$ cat config.mk
export PLATFORM = sky130hd
export DESIGN_NAME = svpwm_div
export DESIGN_NICKNAME = d
export VERILOG_FILES = /design/src/design/svpwm_pkg.sv /design/src/design/svpwm_div.sv
export SDC_FILE = /design/constraint.sdc
export NUM_CORES = 1
export LEC_CHECK = 0
export BUFFER_PORTS_ARGS = -buffer_cell sky130_fd_sc_hd__buf_2
export CORE_AREA = 2 2 246 248
export DETAILED_ROUTE_END_ITERATION = 12
export DIE_AREA = 0 0 248 250
export GPL_TIMING_DRIVEN = 0
export HOLD_SLACK_MARGIN = 0.02
export PLACE_DENSITY = 0.76
export SLEW_MARGIN = 25
export SYNTH_ARGS = -nofsm -noshare
export SYNTH_HDL_FRONTEND = slang
export SYNTH_SLANG_ARGS = --single-unit
$ cat constraint.sdc
create_clock -name clock -period 5.1 [get_ports clock]
set_clock_uncertainty 0.05 [all_clocks]
set_input_delay 0 -clock clock [delete_from_list [all_inputs] [get_ports clock]]
set_output_delay 0 -clock clock [all_outputs]
set_load 0.02 [all_outputs]
$ cat src/design/svpwm_pkg.sv
// ----------------------------------------------------------------------------
// SVPWM package
// Shared constants and types for the space-vector compare-time pipeline.
// ----------------------------------------------------------------------------
package svpwm_pkg;

   localparam logic [14:0] ROOT3_GAIN   = 15'h6ED9;
   localparam logic [15:0] PERIOD_RESET = 16'd5000;
   localparam int          DIV_STAGES  = 16;

   // Register byte addresses on the configuration port.
   localparam logic [2:0]  ADDR_PWM_PERIOD = 3'd0;

   // Sector codes, 4c + 2b + a.
   localparam logic [2:0]  SECTOR_ORIGIN = 3'd0;
   localparam logic [2:0]  SECTOR_ONE    = 3'd1;
   localparam logic [2:0]  SECTOR_TWO    = 3'd2;
   localparam logic [2:0]  SECTOR_THREE  = 3'd3;
   localparam logic [2:0]  SECTOR_FOUR   = 3'd4;
   localparam logic [2:0]  SECTOR_FIVE   = 3'd5;
   localparam logic [2:0]  SECTOR_SIX    = 3'd6;
   localparam logic [2:0]  SECTOR_SEVEN  = 3'd7;

   typedef logic [15:0] div_mag_type;
   typedef logic [16:0] div_den_type;

endpackage

$ cat src/design/svpwm_div.sv
// ----------------------------------------------------------------------------
// SVPWM rescale divider
// Pipelined restoring divider: quotient = (mag * 2^15) / den, one quotient
// bit per register stage. The divisor must exceed 2^15.
// ----------------------------------------------------------------------------
module svpwm_div (
   input  logic                  clock,
   input  logic                  en,
   input  svpwm_pkg::div_mag_type mag,
   input  svpwm_pkg::div_den_type den,
   output svpwm_pkg::div_mag_type quotient
);
   import svpwm_pkg::*;

   logic [16:0] rem_ff [DIV_STAGES];
   logic [16:0] den_ff [DIV_STAGES];
   logic [15:0] quo_ff [DIV_STAGES];
   logic [16:0] rem_in [DIV_STAGES];
   logic [16:0] den_in [DIV_STAGES];
   logic [15:0] quo_in [DIV_STAGES];

   // The top 15 dividend bits are below the divisor, so they seed the
   // remainder; the first stage brings in mag[0], later stages bring in zeros.
   always_comb begin
      logic [17:0] trial;
      trial = '0;
      for (int k = 0; k < DIV_STAGES; k++) begin
         if (k == 0) begin
            trial     = {2'b00, mag[15:1], mag[0]};
            den_in[k] = den;
            quo_in[k] = '0;
         end else begin
            trial     = {rem_ff[k-1], 1'b0};
            den_in[k] = den_ff[k-1];
            quo_in[k] = {quo_ff[k-1][14:0], 1'b0};
         end
         if (trial >= {1'b0, den_in[k]}) begin
            rem_in[k]    = 17'(trial - {1'b0, den_in[k]});
            quo_in[k][0] = 1'b1;
         end else begin
            rem_in[k] = trial[16:0];
         end
      end
   end

   always_ff @(posedge clock) begin
      if (en) begin
         for (int k = 0; k < DIV_STAGES; k++) begin
            rem_ff[k] <= rem_in[k];
            den_ff[k] <= den_in[k];
            quo_ff[k] <= quo_in[k];
         end
      end
   end

   assign quotient = quo_ff[DIV_STAGES-1];

endmodule

# Word level (Yosys, flattened, before mapping)
# Memories as Yosys holds them, arrays and structs flattened.
# Cells that the tools add are included.
[classes] addsub=16 mul=0 div_mod_pow=0 magnitude_cmp=16 n_eq_ne=0 shifts=0 muxes=34 bitwise=0 n_reduce_logical=0
[op_table] op="2-to-1 mux 17 bit" n=16
[op_table] op=">= comparator 18 x 17 -> 1 bit" n=15
[op_table] op="subtractor 17 bit" n=15
[op_table] op="2-to-1 mux 1 bit" n=18
[op_table] op=">= comparator 16 x 17 -> 1 bit" n=1
[op_table] op="subtractor 16 x 17 -> 17 bit" n=1
[totals] register_bits=0 latchBits=0 ramBits=800 rom_bits=0 inputBits=35 mem_count=3
[memory_table] memory="den_ff" depth=16 word_bits=17 rd=15 rd_ports_with_merged_regs=0 wr=16 line_no="svpwm_div.sv:16" text="logic [16:0] den_ff [DIV_STAGES];"
[memory_table] memory="rem_ff" depth=16 word_bits=17 rd=15 rd_ports_with_merged_regs=0 wr=16 line_no="svpwm_div.sv:15" text="logic [16:0] rem_ff [DIV_STAGES];"
[memory_table] memory="quo_ff" depth=16 word_bits=16 rd=16 rd_ports_with_merged_regs=0 wr=16 line_no="svpwm_div.sv:17" text="logic [15:0] quo_ff [DIV_STAGES];"

# Depth between registers and ports, before layout
# An unclocked memory read counts as a cell.
[depth] word_depth=3 depth_mapped=13 ltp_nobuf=11

# Worst setup path before layout
# Ideal clock, no wire load.
[synth_timing] path_type="flip-flop to flip-flop" startpoint="mem rem_ff[7][10] (netlist: rem_ff[0][129])" endpoint="mem rem_ff[8][10] (netlist: rem_ff[1][10]), data pin" setup_time_ns=0.260 arrival_time_ns=2.700 setup_slack_ns=2.090 path_stages_with_launch=11 period_less_slack_ns=3.010 cell_sequence="edfxtp_1 ha_1 a21o_1 a21o_1 a21o_1 a21o_1 a21o_1 a211o_1 a31oi_4 buf_12 mux2_4"
[synth_rtl] item="start: declaration" line_no="svpwm_div.sv:15"

==> results list <==
- Run status: completed
* TritonCTS sink count: 646
* Hold violation total from the final report: 0
* Share of the synthesized area in the top cell type: 54.9%
- Leftover overflow at the end of global routing: 0
- At the worst endpoint, the arrival time is 4090 ps.
* Count of flip-flops with a built-in enable after synthesis: 646
- For this run, asynchronously set or reset flops after synthesis account for 0%.
- Wires add up to ~74 mm.
- Number of filler instances in the final layout: roughly 4300
- Final period util: 74.6%
* Netlist area before placement: ~35000 µm²
- Post-DP HPWL: 53.8 mm
- The startpoint identified for the worst hold timing path is den[13].
- Depth of the most critical reg-to-reg path: 10
- The largest individual stage delay along the critical path comes from the cell sky130_fd_sc_hd__edfxtp_1.
- Synthesized area per cell: 11.9 µm²
- The critical path is of the reg -> reg type.
- Net count reported at finish: about 3500
- Total power consumption of the routed design: roughly 24000 µW
- Htree depth: 3
- After detailed routing, the average wire length per cell comes to approximately 19 µm.
- The largest total area in the synthesized netlist belongs to sky130_fd_sc_hd__edfxtp_1.
- For the pin with the worst max-slew slack, the measured transition is 855 ps.
- Antenna cells: 0
- Counting instances, the worst hold path has a depth of 2.
- Measured against its own limit, the worst slew margin works out to 41.5%.
- HP Class: in -> reg
* Power Density: approximately 600 nW/µm²
- 51 I/O pins were placed.
- Std-Cell Rows: 90
* Residual DRC: 0
- Leading cell type in the layout, fill and taps excluded: sky130_fd_sc_hd__edfxtp_1
* Cell Area, Placed: 36800 µm²
* Register bit total from synthesis: 646
- Of the synthesized area, sequential elements account for 54.9%.
- After detailed routing, the number of vias per cell comes to 5.91.
- Number of instances resized during post-cts repair: 0
* Nature of the critical path endpoint: flop
* LEAKAGE: 0.0161 µW
- Worst reg2reg path startpoint: den_ff[1][17]$_DFFE_PP_
- Starting DRT DRC Count: 2063
- Leaving out fill and tap cells, the most frequent cells in the layout are sky130_fd_sc_hd__edfxtp_1 (646), sky130_fd_sc_hd__inv_1 (337), sky130_fd_sc_hd__ha_1 (270), sky130_fd_sc_hd__a21oi_1 (182), sky130_fd_sc_hd__nor2_1 (180).
* Area growth, synth to finish: 11.4%
- F_max: 263 MHz
* Cell chain of the critical path: fa_1 -> nor2b_1 -> o31ai_1 -> a21boi_0 -> nor2_1 -> o21ai_0 -> a21oi_1 -> o21ai_2 -> buf_2 -> mux2_2
- Number of buffers inserted by hold repair at cts: 34
- Setup repair after global routing left no endpoint under its margin.
- In this run the clock root is driven by a sky130_fd_sc_hd__clkbuf_16.
* Post-route antenna net violation count: 0
* Final setup violating endpoints: 0
- Warnings from Yosys: 0
- Clock Pin Slew Worst Setup and Hold Paths: 60 ps
* DIE HEIGHT: 250 µm
- Initial antenna violation count: 0
- Number of setup buffers added after CTS: 0
- Via count of the first global-routing pass: 23108
- The number of clock buffers added by TritonCTS is 71.
- The floorplan step defined a die boundary enclosing 62000 µm².
- Length of the first detailed-routing pass in iterations: 6
- Sorting the synthesized cells by area gives the leading types as sky130_fd_sc_hd__edfxtp_1 (55%), sky130_fd_sc_hd__ha_1 (9.6%), sky130_fd_sc_hd__inv_1 (3.6%), sky130_fd_sc_hd__mux2_2 (3.3%), sky130_fd_sc_hd__xnor2_1 (2.8%).
- Entering global routing, the biggest net connects 103 pins.
* Number of violations of the max-capacitance limit: 0
- In this run the register-to-register setup slack is 1290 ps.
- The netlist uses 76 different library cells.
* Critical R2R Capture: rem_ff[1][48]$_DFFE_PP_
- Final worst path period need: about 3800 ps
* Cells after Synth: 2969
- In the global route stage, overall resource usage came out at between 20% and 30%.
- The routed layout has 23421 vias.
* Gp weighted congestion: 0.952
- No sink is reached through more buffers than the 3 on the longest clock path.
- The worst hold path terminates at den_ff[0][13]$_DFFE_PP_.
- After floorplanning, the core was sized to cover 59600 µm².
* Maximum fanout along the worst path: 10
- The first global-routing pass estimated 119 mm of wire.
- TritonCTS clock tree: built
* Clock insertion delay at the later pin of the skew report: 610 ps
- In the synthesized netlist the dominant register cell turns out to be sky130_fd_sc_hd__edfxtp_1.
- Required @ worst endpoint: 5390 ps
- Measured along the x axis, the die boundary spans 248 µm.
- Cells with a size suffix above 1 make up 10.5% of the layout.
* Maximum resistive drop on vdd: approximately 0.42 mV
- Finished Cell Area: 39400 µm²
- STA classifies the critical path startpoint as a flop.
- When the netlist entered floorplanning its net count stood at 3289.
- Total count of max-transition violations in the final report: 0
- CP peak stage delay: a little over 500 ps
* Buffers on Ports: 50
- The initial utilization of the core area, before any placement, comes to 59.3%.
where the power goes:
part           internal (µW)  switching, µW
logic                   4510           5580
clock network           2980           2040
registers               7750            722
total                  15200           8340
sequential cells by signal, indices dropped and copies added (netlist names):
name,cells
rem_ff,255
den_ff,255
quo_ff,136
critical path, delay by kind of cell, from the launching register on:
kind | cells | cell delay [ps]
AND/OR/NAND/NOR | 2 | 280
multiplexers | 1 | 420
adder cells (fa/ha/maj) | 1 | 490
buffers and inverters | 1 | 480
flip-flops | 1 | 510
AO/OA/AOI/OAI | 5 | 1300
cell families (layout without fill, tap and decap cells):
group	count (synthesis)	in the layout	share of synthesized area [%]
multiplexers	144	144	4.70
buffers and inverters	393	607	4.51
XOR/XNOR	178	178	4.41
AND/OR/NAND/NOR	648	648	8.82
adder cells (fa/ha/maj)	285	285	10.4
flip-flops	646	646	54.9
AO/OA/AOI/OAI	675	675	12.2
per-layer routing:
layer  part of all wire [%]  up-vias  track usage (%)
li1                       -    11204                -
met1                     43    11360             31.8
met2                     49      702             40.7
met3                    5.0      155             3.32
met4                    3.3        0             8.28
met5                      0        -                0
worst max path at each step:
stage,from,end,slack (ps),cells after the start
final,den_ff[1][17]$_DFFE_PP_,rem_ff[1][48]$_DFFE_PP_,1290,10
after CTS,den_ff[1][17]$_DFFE_PP_,rem_ff[1][48]$_DFFE_PP_,1280,10
after detailed placement,den_ff[1][17]$_DFFE_PP_,rem_ff[1][48]$_DFFE_PP_,1320,10
after floorplan,rem_ff[0][129]$_DFFE_PP_,rem_ff[1][10]$_DFFE_PP_,2090,10
after global routing,den_ff[1][17]$_DFFE_PP_,rem_ff[1][49]$_DFFE_PP_,1060,10
after global placement,en,quo_ff[1][125]$_DFFE_PP_,-5300,1
final cells by class:
class                   instances  area, µm²  share of cell area [%]
flip-flops and latches        646      19400                    49.3
multi-input cells            1930      14300                    36.4
clock buffers                  82       1840                    4.67
inverters                     337       1260                    3.21
well taps                     782        978                    2.49
repair buffers                 91        793                    2.02
clock inverters                41        420                    1.07
plain buffers                  56        330                   0.839
per-stage QoR:
step | util [%] | std cells | hold WS, ps | worst slack [ps] | TNS (ps)
6_report | 66.1 | 3965 | 75.6 | 1290 | 0
5_1_grt | 66.1 | 3965 | 74.5 | 1060 | 0
4_1_cts | 66.1 | 3965 | 54.7 | 1280 | 0
3_5_place_dp | 61.7 | 3808 | 151 | 1320 | 0
3_3_place_gp | 61.4 | 3801 | 144 | -5300 | -3342000
2_1_floorplan | - | 2969 | 48.9 | 2090 | 0
synth_stat cells, types with 4 or more instances:
cell type,number
sky130_fd_sc_hd__a2111oi_0,5
sky130_fd_sc_hd__a211o_1,8
sky130_fd_sc_hd__a211oi_1,23
sky130_fd_sc_hd__a21boi_0,5
sky130_fd_sc_hd__a21o_1,80
sky130_fd_sc_hd__a21oi_1,182
sky130_fd_sc_hd__a311o_1,4
sky130_fd_sc_hd__a31oi_1,37
sky130_fd_sc_hd__a41o_1,4
sky130_fd_sc_hd__and2_1,6
sky130_fd_sc_hd__and3_1,20
sky130_fd_sc_hd__and4_1,5
sky130_fd_sc_hd__buf_2,5
sky130_fd_sc_hd__buf_4,18
sky130_fd_sc_hd__buf_6,4
sky130_fd_sc_hd__clkbuf_1,27
sky130_fd_sc_hd__edfxtp_1,646
sky130_fd_sc_hd__fa_1,15
sky130_fd_sc_hd__ha_1,270
sky130_fd_sc_hd__inv_1,337
sky130_fd_sc_hd__mux2_1,15
sky130_fd_sc_hd__mux2_2,105
sky130_fd_sc_hd__mux2_4,14
sky130_fd_sc_hd__mux2i_1,10
sky130_fd_sc_hd__nand2_1,156
sky130_fd_sc_hd__nand2b_1,34
sky130_fd_sc_hd__nand3_1,52
sky130_fd_sc_hd__nand3b_1,9
sky130_fd_sc_hd__nand4_1,28
sky130_fd_sc_hd__nor2_1,180
sky130_fd_sc_hd__nor2b_1,43
sky130_fd_sc_hd__nor3_1,68
sky130_fd_sc_hd__o211ai_1,14
sky130_fd_sc_hd__o21a_1,51
sky130_fd_sc_hd__o21ai_0,156
sky130_fd_sc_hd__o21ai_1,8
sky130_fd_sc_hd__o21bai_1,18
sky130_fd_sc_hd__o221ai_1,4
sky130_fd_sc_hd__o31a_1,19
sky130_fd_sc_hd__o31ai_1,22
sky130_fd_sc_hd__or2_2,16
sky130_fd_sc_hd__or3_1,16
sky130_fd_sc_hd__xnor2_1,114
sky130_fd_sc_hd__xor2_1,64
Power figures use the tool's default switching activity.
